==> src/rtl/ntc_pkg.sv <==
// shared types, constants and register map for the thermistor converter
package ntc_pkg;

   localparam int MAX_SAMPLES = 64;
   localparam int CNT_W       = 7;
   localparam int SUM_W       = 21;

   localparam logic [29:0] LN2_Q30       = 30'd744261118;
   localparam logic [16:0] KELVIN_OFFSET = 17'd27315;
   localparam logic [61:0] TCK_MAX       = 62'd60082;

   localparam logic signed [15:0] TEMP_HIGH = 16'sd32767;
   localparam logic signed [15:0] TEMP_LOW  = -16'sd27315;
   localparam logic signed [15:0] TEMP_ZERO = 16'sd0;

   localparam logic [1:0] STAT_OK   = 2'd0;
   localparam logic [1:0] STAT_NONE = 2'd1;
   localparam logic [1:0] STAT_RAIL = 2'd2;

   localparam logic [2:0] REG_SERIES = 3'd0;
   localparam logic [2:0] REG_NOMR   = 3'd1;
   localparam logic [2:0] REG_BETA   = 3'd2;
   localparam logic [2:0] REG_NOMT   = 3'd3;
   localparam logic [2:0] REG_FS     = 3'd4;

   typedef struct packed {
      logic [19:0] rs;
      logic [19:0] r0;
      logic [13:0] beta;
      logic [15:0] t0;
      logic [14:0] fs;
   } ntc_cfg_type;

endpackage

==> src/rtl/ntc_mul.sv <==
// shared 32x32 multiplier with registered product
module ntc_mul (
   input  logic        clock,
   input  logic [31:0] a,
   input  logic [31:0] b,
   output logic [63:0] p
);
   logic [63:0] p_ff;

   always_ff @(posedge clock) begin
      p_ff <= a * b;
   end

   assign p = p_ff;
endmodule

==> src/rtl/ntc_div.sv <==
// bit-serial restoring divider, one quotient bit per cycle
module ntc_div (
   input  logic        clock,
   input  logic        reset,
   input  logic        start,
   input  logic [61:0] dividend,
   input  logic [46:0] divisor,
   output logic        done,
   output logic [61:0] quotient
);
   logic [61:0] q_ff;
   logic [46:0] rem_ff;
   logic [46:0] dvs_ff;
   logic [5:0]  cnt_ff;
   logic        run_ff;
   logic        done_ff;
   logic [47:0] rem_sh;
   logic        ge;

   assign rem_sh = {rem_ff, q_ff[61]};
   assign ge     = rem_sh >= {1'b0, dvs_ff};

   always_ff @(posedge clock) begin
      if (reset) begin
         run_ff  <= 1'b0;
         done_ff <= 1'b0;
         cnt_ff  <= '0;
      end else begin
         done_ff <= 1'b0;
         if (start) begin
            run_ff <= 1'b1;
            cnt_ff <= '0;
            q_ff   <= dividend;
            rem_ff <= '0;
            dvs_ff <= divisor;
         end else if (run_ff) begin
            rem_ff <= ge ? 47'(rem_sh - {1'b0, dvs_ff}) : rem_sh[46:0];
            q_ff   <= {q_ff[60:0], ge};
            cnt_ff <= cnt_ff + 6'd1;
            if (cnt_ff == 6'd61) begin
               run_ff  <= 1'b0;
               done_ff <= 1'b1;
            end
         end
      end
   end

   assign done     = done_ff;
   assign quotient = q_ff;
endmodule

==> src/rtl/ntc_csr.sv <==
// configuration registers behind the apb port
module ntc_csr (
   input  logic               clock,
   input  logic               reset,
   input  logic               psel,
   input  logic               penable,
   input  logic               pwrite,
   input  logic [4:0]         paddr,
   input  logic [31:0]        pwdata,
   output logic [31:0]        prdata,
   output logic               pready,
   output ntc_pkg::ntc_cfg_type cfg
);
   import ntc_pkg::*;

   ntc_cfg_type cfg_ff;
   logic        wr;

   assign wr     = psel && penable && pwrite;
   assign pready = 1'b1;

   always_ff @(posedge clock) begin
      if (reset) begin
         cfg_ff.rs   <= 20'd10000;
         cfg_ff.r0   <= 20'd10000;
         cfg_ff.beta <= 14'd3950;
         cfg_ff.t0   <= 16'd29815;
         cfg_ff.fs   <= 15'd4095;
      end else if (wr) begin
         unique case (paddr[4:2])
            REG_SERIES: cfg_ff.rs   <= pwdata[19:0];
            REG_NOMR:   cfg_ff.r0   <= pwdata[19:0];
            REG_BETA:   cfg_ff.beta <= pwdata[13:0];
            REG_NOMT:   cfg_ff.t0   <= pwdata[15:0];
            REG_FS:     cfg_ff.fs   <= pwdata[14:0];
            default: ;
         endcase
      end
   end

   always_comb begin
      unique case (paddr[4:2])
         REG_SERIES: prdata = {12'd0, cfg_ff.rs};
         REG_NOMR:   prdata = {12'd0, cfg_ff.r0};
         REG_BETA:   prdata = {18'd0, cfg_ff.beta};
         REG_NOMT:   prdata = {16'd0, cfg_ff.t0};
         REG_FS:     prdata = {17'd0, cfg_ff.fs};
         default:    prdata = 32'd0;
      endcase
   end

   assign cfg = cfg_ff;
endmodule

==> src/rtl/thermistor_average_to_temperature.sv <==
// burst averager and beta-equation temperature converter, top level
//
// channel   ports                                   handshake
// input     req_raw_sample, req_last_sample         start & !busy
// result    rsp_temperature_centi_c, rsp_status,    rsp_valid, one cycle
//           rsp_valid_count
// config    psel penable pwrite paddr pwdata prdata write at access cycle
//
// a sample without the last flag stays in idle; the next beat follows at once
// a last sample runs the conversion on the shared multiplier and the serial
// divider: two leading-one searches, 2 x 24 squarings, twelve control and
// multiply steps and a divide wait
// synchronous reset clears the accumulator and sequencer, no clearing pass
// results are strobed for one cycle and cannot be held off
module thermistor_average_to_temperature (
   input  logic               clock,
   input  logic               reset,
   input  logic               start,
   output logic               busy,
   input  logic signed [15:0] req_raw_sample,
   input  logic               req_last_sample,
   output logic               rsp_valid,
   output logic signed [15:0] rsp_temperature_centi_c,
   output logic [1:0]         rsp_status,
   output logic [6:0]         rsp_valid_count,
   input  logic               psel,
   input  logic               penable,
   input  logic               pwrite,
   input  logic [4:0]         paddr,
   input  logic [31:0]        pwdata,
   output logic [31:0]        prdata,
   output logic               pready
);
   import ntc_pkg::*;

   typedef enum logic [4:0] {
      S_IDLE, S_CHK, S_SPAN, S_NUM, S_DEN, S_NORM, S_SQ, S_SQW, S_LNM, S_LNW,
      S_XT, S_XTW, S_B1W, S_B2, S_B2W, S_DENOM, S_DIVW
   } state_type;

   ntc_cfg_type cfg;
   state_type   state_ff;

   logic [SUM_W-1:0] sum_ff, sum_in, bsum_ff;
   logic [CNT_W-1:0] tally_ff, tally_in, n_ff;
   logic             acc_ok;

   logic [31:0] mul_a, mul_b;
   logic [63:0] mul_p;

   logic [21:0] dv_ff;
   logic [41:0] num_ff, den_ff;
   logic [47:0] norm_ff;
   logic [5:0]  sh_ff, k_ff;
   logic [30:0] m_ff;
   logic [23:0] frac_ff, frac_in;
   logic [4:0]  it_ff;
   logic        lsel_ff;
   logic [29:0] lg0_ff, lg_new;
   logic [30:0] diff;
   logic        neg_ff;
   logic [29:0] mag_ff, mag2_ff;
   logic [45:0] xt_ff;
   logic [20:0] b100_ff;
   logic [36:0] bt_ff;
   logic [31:0] sq_t;
   logic [47:0] denom, bshift;
   logic [60:0] lnp;

   logic        div_start;
   logic [61:0] div_dividend, div_q;
   logic        div_done;
   logic [16:0] tc;

   logic               rv_ff;
   logic signed [15:0] rt_ff;
   logic [1:0]         rs_ff;
   logic [6:0]         rc_ff;

   ntc_csr u_csr (
      .clock(clock), .reset(reset), .psel(psel), .penable(penable), .pwrite(pwrite),
      .paddr(paddr), .pwdata(pwdata), .prdata(prdata), .pready(pready), .cfg(cfg)
   );

   ntc_mul u_mul (.clock(clock), .a(mul_a), .b(mul_b), .p(mul_p));

   ntc_div u_div (
      .clock(clock), .reset(reset), .start(div_start), .dividend(div_dividend),
      .divisor(denom[46:0]), .done(div_done), .quotient(div_q)
   );

   assign busy   = state_ff != S_IDLE;
   assign acc_ok = !req_raw_sample[15] && (req_raw_sample[14:0] <= cfg.fs)
                   && (tally_ff < CNT_W'(MAX_SAMPLES));
   assign sum_in   = acc_ok ? sum_ff + SUM_W'(req_raw_sample[14:0]) : sum_ff;
   assign tally_in = acc_ok ? tally_ff + CNT_W'(1) : tally_ff;

   assign sq_t    = mul_p[61:30];
   assign frac_in = {frac_ff[22:0], sq_t[31]};
   assign lg_new  = {k_ff, frac_in};
   assign diff    = {1'b0, lg0_ff} - {1'b0, lg_new};
   assign lnp     = mul_p[60:0] + 61'(1 << 29);
   assign bshift  = {3'd0, b100_ff, 24'd0};
   assign denom   = neg_ff ? bshift - {2'd0, xt_ff} : bshift + {2'd0, xt_ff};
   assign div_dividend = {1'b0, bt_ff, 24'd0} + {15'd0, denom[47:1]};
   assign div_start    = (state_ff == S_DENOM) && !denom[47] && (denom != 48'd0);
   assign tc           = {1'b0, div_q[15:0]} - KELVIN_OFFSET;

   always_comb begin
      mul_a = 32'd0;
      mul_b = 32'd0;
      unique case (state_ff)
         S_CHK:  begin mul_a = 32'(cfg.fs);   mul_b = 32'(n_ff);    end
         S_SPAN: begin mul_a = 32'(cfg.rs);   mul_b = 32'(bsum_ff); end
         S_NUM:  begin mul_a = 32'(cfg.r0);   mul_b = 32'(dv_ff);   end
         S_SQ:   begin mul_a = 32'(m_ff);     mul_b = 32'(m_ff);    end
         S_LNM:  begin mul_a = 32'(mag_ff);   mul_b = 32'(LN2_Q30); end
         S_XT:   begin mul_a = 32'(mag2_ff);  mul_b = 32'(cfg.t0);  end
         S_XTW:  begin mul_a = 32'(cfg.beta); mul_b = 32'd100;      end
         S_B2:   begin mul_a = 32'(b100_ff);  mul_b = 32'(cfg.t0);  end
         default: ;
      endcase
   end

   always_ff @(posedge clock) begin
      if (reset) begin
         state_ff <= S_IDLE;
         sum_ff   <= '0;
         tally_ff <= '0;
         rv_ff    <= 1'b0;
      end else begin
         rv_ff <= 1'b0;
         unique case (state_ff)
            S_IDLE: begin
               if (start) begin
                  if (req_last_sample) begin
                     bsum_ff  <= sum_in;
                     n_ff     <= tally_in;
                     sum_ff   <= '0;
                     tally_ff <= '0;
                     state_ff <= S_CHK;
                  end else begin
                     sum_ff   <= sum_in;
                     tally_ff <= tally_in;
                  end
               end
            end
            S_CHK: begin
               rc_ff <= n_ff;
               if (n_ff == '0) begin
                  rv_ff <= 1'b1; rt_ff <= TEMP_ZERO; rs_ff <= STAT_NONE;
                  state_ff <= S_IDLE;
               end else begin
                  state_ff <= S_SPAN;
               end
            end
            S_SPAN: begin
               dv_ff <= mul_p[21:0] - 22'(bsum_ff);
               if (bsum_ff == '0) begin
                  rv_ff <= 1'b1; rt_ff <= TEMP_HIGH; rs_ff <= STAT_RAIL;
                  state_ff <= S_IDLE;
               end else if (22'(bsum_ff) >= mul_p[21:0]) begin
                  rv_ff <= 1'b1; rt_ff <= TEMP_LOW; rs_ff <= STAT_RAIL;
                  state_ff <= S_IDLE;
               end else begin
                  state_ff <= S_NUM;
               end
            end
            S_NUM: begin
               num_ff   <= mul_p[41:0];
               state_ff <= S_DEN;
            end
            S_DEN: begin
               den_ff  <= mul_p[41:0];
               norm_ff <= {6'd0, num_ff};
               sh_ff   <= '0;
               lsel_ff <= 1'b0;
               rs_ff   <= STAT_OK;
               if (num_ff == '0) begin
                  rv_ff <= 1'b1; rt_ff <= TEMP_HIGH;
                  state_ff <= S_IDLE;
               end else if (mul_p[41:0] == '0) begin
                  rv_ff <= 1'b1; rt_ff <= TEMP_LOW;
                  state_ff <= S_IDLE;
               end else begin
                  state_ff <= S_NORM;
               end
            end
            S_NORM: begin
               if (norm_ff[47]) begin
                  m_ff     <= norm_ff[47:17];
                  k_ff     <= 6'd47 - sh_ff;
                  frac_ff  <= '0;
                  it_ff    <= '0;
                  state_ff <= S_SQ;
               end else begin
                  norm_ff <= {norm_ff[46:0], 1'b0};
                  sh_ff   <= sh_ff + 6'd1;
               end
            end
            S_SQ: state_ff <= S_SQW;
            S_SQW: begin
               m_ff    <= sq_t[31] ? sq_t[31:1] : sq_t[30:0];
               frac_ff <= frac_in;
               it_ff   <= it_ff + 5'd1;
               if (it_ff == 5'd23) begin
                  if (!lsel_ff) begin
                     lg0_ff   <= lg_new;
                     norm_ff  <= {6'd0, den_ff};
                     sh_ff    <= '0;
                     lsel_ff  <= 1'b1;
                     state_ff <= S_NORM;
                  end else begin
                     neg_ff   <= diff[30];
                     mag_ff   <= diff[30] ? 30'(-diff) : diff[29:0];
                     state_ff <= S_LNM;
                  end
               end else begin
                  state_ff <= S_SQ;
               end
            end
            S_LNM: state_ff <= S_LNW;
            S_LNW: begin
               mag2_ff  <= lnp[59:30];
               state_ff <= S_XT;
            end
            S_XT:  state_ff <= S_XTW;
            S_XTW: begin
               xt_ff    <= mul_p[45:0];
               state_ff <= S_B1W;
            end
            S_B1W: begin
               b100_ff  <= mul_p[20:0];
               state_ff <= S_B2;
            end
            S_B2:  state_ff <= S_B2W;
            S_B2W: begin
               bt_ff    <= mul_p[36:0];
               state_ff <= S_DENOM;
            end
            S_DENOM: begin
               if (div_start) begin
                  state_ff <= S_DIVW;
               end else begin
                  rv_ff <= 1'b1; rt_ff <= TEMP_HIGH;
                  state_ff <= S_IDLE;
               end
            end
            S_DIVW: begin
               if (div_done) begin
                  rv_ff    <= 1'b1;
                  rt_ff    <= (div_q > TCK_MAX) ? TEMP_HIGH : signed'(tc[15:0]);
                  state_ff <= S_IDLE;
               end
            end
            default: state_ff <= S_IDLE;
         endcase
      end
   end

   assign rsp_valid               = rv_ff;
   assign rsp_temperature_centi_c = rt_ff;
   assign rsp_status              = rs_ff;
   assign rsp_valid_count         = rc_ff;

`ifndef ASSERT_OFF
   a_strobe_single: assert property (@(posedge clock) disable iff (reset)
      rsp_valid |=> !rsp_valid) else $error("result strobe longer than one cycle");
   a_strobe_idle: assert property (@(posedge clock) disable iff (reset)
      rsp_valid |-> !busy) else $error("result while busy");
   a_mid_burst: assert property (@(posedge clock) disable iff (reset)
      start && !busy && !req_last_sample |=> !busy && !rsp_valid)
      else $error("non-last beat started a conversion");
   a_none_count: assert property (@(posedge clock) disable iff (reset)
      rsp_valid && (rsp_status == STAT_NONE) |-> rsp_valid_count == 7'd0)
      else $error("empty burst with nonzero count");
   a_tally_cap: assert property (@(posedge clock) disable iff (reset)
      tally_ff <= CNT_W'(MAX_SAMPLES)) else $error("sample tally beyond limit");
`endif
endmodule

==> config.mk <==
export PLATFORM = sky130hd
export DESIGN_NAME = thermistor_average_to_temperature
export DESIGN_NICKNAME = d
export VERILOG_FILES = /design/src/rtl/ntc_pkg.sv /design/src/rtl/ntc_mul.sv /design/src/rtl/ntc_div.sv /design/src/rtl/ntc_csr.sv /design/src/rtl/thermistor_average_to_temperature.sv
export SDC_FILE = /design/constraint.sdc
export NUM_CORES = 2
export LEC_CHECK = 0
export CAP_MARGIN = 20
export CORE_MARGIN = 5
export CORE_UTILIZATION = 62
export CTS_CLUSTER_SIZE = 25
export DETAILED_ROUTE_END_ITERATION = 8
export DONT_BUFFER_PORTS = 1
export PLACE_DENSITY_LB_ADDON = 0.1
export SYNTH_ARGS = -nofsm -noshare
export SYNTH_HDL_FRONTEND = slang
export SYNTH_HIERARCHICAL = 1
export SYNTH_SLANG_ARGS = --single-unit
==> constraint.sdc <==
create_clock -name clock -period 13.7 [get_ports clock]
set_clock_uncertainty 0.1 [all_clocks]
set_input_delay 0.685 -clock clock [delete_from_list [all_inputs] [get_ports clock]]
set_output_delay 0.685 -clock clock [all_outputs]
set_load 0.01 [all_outputs]
==> impl_metrics.env <==
export IMPL_rows=129
export IMPL_final_util_pct=65.79
export IMPL_rsz0062_at_grt="false"
export IMPL_cts_made_buffers=80
export IMPL_rrSetupSlack_ps=3100
export IMPL_worst_setup_path_start_kind="register"
export IMPL_drive_above_1_share_pct=5.540
export IMPL_htree_levels=3
export IMPL_fmax_mhz=94.35
export IMPL_dp_cells=9212
export IMPL_hold_path_endpoint="u_csr/cfg[24]$_SDFFE_PP0P_"
export IMPL_wirelength_mm=216.7
export IMPL_period_needed_ps=10600
export IMPL_via_per_inst=6.116
export IMPL_clk_insertion_delay_late_ps=700
export IMPL_final_cell_mix="inv_1, fa_1, nand2_1"
export IMPL_dpl_hpwl_mm=161.8
export IMPL_start_util_pct=62.54
export IMPL_finalHoldViolations=0
export IMPL_grt_pass1_vias=58618
export IMPL_crit_type="register to register"
export IMPL_worst_ep_arrival_time_ps=11050
export IMPL_cp_max_fo=32
export IMPL_end_kind="register"
export IMPL_status="complete, but fails checks"
export IMPL_hold_worst_slack_ps=61.01
export IMPL_cts_repair_resized=0
export IMPL_setup_tns_ps=0
export IMPL_die_y_um=363.6
export IMPL_switchingPower_uw=1414
export IMPL_syn_inst=7847
export IMPL_yosys_warnings=6
export IMPL_fin_crit_sh_pct=77.36
export IMPL_seq_area_um2=22700
export IMPL_p_leak_uw=0.03589
export IMPL_p_sw_share_pct=25.92
export IMPL_violations="DRC"
export IMPL_pwr_share_clk_pct=40.4
export IMPL_filler_cell_count=10105
export IMPL_synth_area_um2=77530
export IMPL_avgSynthCellArea_um2=9.880
export IMPL_boundaryPins=120
export IMPL_reg2reg_to="u_mul/p[56]$_DFF_P_"
export IMPL_critPathTopFamily="adder cells"
export IMPL_grt_total_usage_pct=33.20
export IMPL_multiInputGateArea_um2=48720
export IMPL_r2r_start="state_ff[2]$_SDFFE_PP0P_"
export IMPL_grt_pass1_wl_mm=339.2
export IMPL_first_pass_iters=9
export IMPL_path_clk_slew_ps=60
export IMPL_slowest_stage="nand3_2"
export IMPL_worstMarginPinSlew_ps=1137
export IMPL_place_congestion=0.9736
export IMPL_cts_hold_buf=0
export IMPL_drcViolationCount=5
export IMPL_crit_required_ps=14150
export IMPL_hold_path_class="input pin to register"
export IMPL_postRouteAntennaNets=0
export IMPL_die_w_um=363.6
export IMPL_antenna_found_initial=3
export IMPL_comb_power_share_pct=9.5
export IMPL_ir_worst_vdd_mv=0.09227
export IMPL_min_delay_start="pwdata[9]"
export IMPL_coreArea_um2=124000
export IMPL_pwr_share_seq_pct=50.1
export IMPL_cts_sinks=819
export IMPL_drt_initial_drc_count=5172
export IMPL_slowest_delay_ps=700
export IMPL_syn2layout_area_growth_pct=5.189
export IMPL_cts_tree="yes"
export IMPL_startpoint="state_ff[2]$_SDFFE_PP0P_"
export IMPL_route_vias_total=57289
export IMPL_io_buffers=0
export IMPL_instances_no_fill=9367
export IMPL_clock_path_buffers=3
export IMPL_slew_limit_headroom_pct=24.15
export IMPL_nNetsFinal=9082
export IMPL_holdPathStages=2
export IMPL_maxCapViolCount=0
export IMPL_p_per_area_nw_per_um2=66.89
export IMPL_cts_root_buf="clkbuf_16"
export IMPL_path_common_cell="fa_1"
export IMPL_grt_overflow_total=0
export IMPL_r2r_cells=30
export IMPL_slew_viol_final=0
export IMPL_cts_setup_buffers=0
export IMPL_place_ws_ps=3307
export IMPL_critical_path_buf_inv_count=5
export IMPL_die_area_um2=132200
export IMPL_finalSetupViolations=0
export IMPL_worst_slack_ps=3101
export IMPL_grt_max_degree=171
export IMPL_power_internal_uw=4041
export IMPL_final_common_cell="inv_1"
export IMPL_detail_route_wl_per_cell_um=23.14
## registers in the layout, summed over array words and instances (netlist names), 42 cells and up
name,flops
xt_ff,46
u_div/quotient,62
num_ff,42
u_csr/cfg,85
u_div/rem_ff,47
den_ff,42
u_div/dvs_ff,47
u_mul/p,62
norm_ff,48
## metrics by stage
stage               power, uW  instance area [um^2]
global placement         3275                 78960
floorplan                3077                 77600
finish                   5455                 81550
CTS                      5465                 81530
detailed placement       3282                 78970
global route             5627                 81540
## area by class of cell
type / instances / area share (%)
Multi-Input combinational cell: 5413 / 59.74
Tap cell: 1637 / 2.512
Clock inverter: 35 / 0.4342
Antenna cell: 4 / 0.01227
Sequential cell: 819 / 27.84
Inverter: 1220 / 5.618
Timing Repair Buffer: 124 / 1.145
Clock buffer: 115 / 2.705
## metal layers
layer,wire (um),up-vias,global-route usage (%)
met5,0,-,0.07130
met2,99910,2499,53.55
met4,11930,0,14.45
met1,86800,28767,44.80
li1,-,25499,-
met3,18120,524,5.723
## power by group through the flow
stage / Combinational (uW) / Sequential, uW / Clock (uW)
floorplan: 312 / 2770 / 0
global placement: 490 / 2780 / 0
detailed placement: 497 / 2780 / 0
CTS: 501 / 2730 / 2230
global route: 552 / 2730 / 2340
finish: 516 / 2730 / 2210
## worst register-to-register path: cells and delay by family, from the launching register on
family / cells / cell delay, ps
adders and majority gates: 9 / 4490
xor gates and xnor gates: 1 / 140
AOI/OAI and AO/OA: 9 / 2390
and+or+nand+nor: 6 / 2200
buffers and inverters: 5 / 470
DFF: 1 / 670
## worst max path at each step
| stage | to | depth (start not counted) |
|---|---|---|
| final | u_mul/p[56]$_DFF_P_ | 30 |
| after global routing | u_mul/p[60]$_DFF_P_ | 30 |
| after CTS | u_mul/p[56]$_DFF_P_ | 30 |
| after detailed placement | u_mul/p[56]$_DFF_P_ | 30 |
| after global placement | u_mul/p[56]$_DFF_P_ | 30 |
| after floorplan | u_div/run_ff$_SDFF_PP0_ | 16 |
Power figures use the tool's default switching activity.
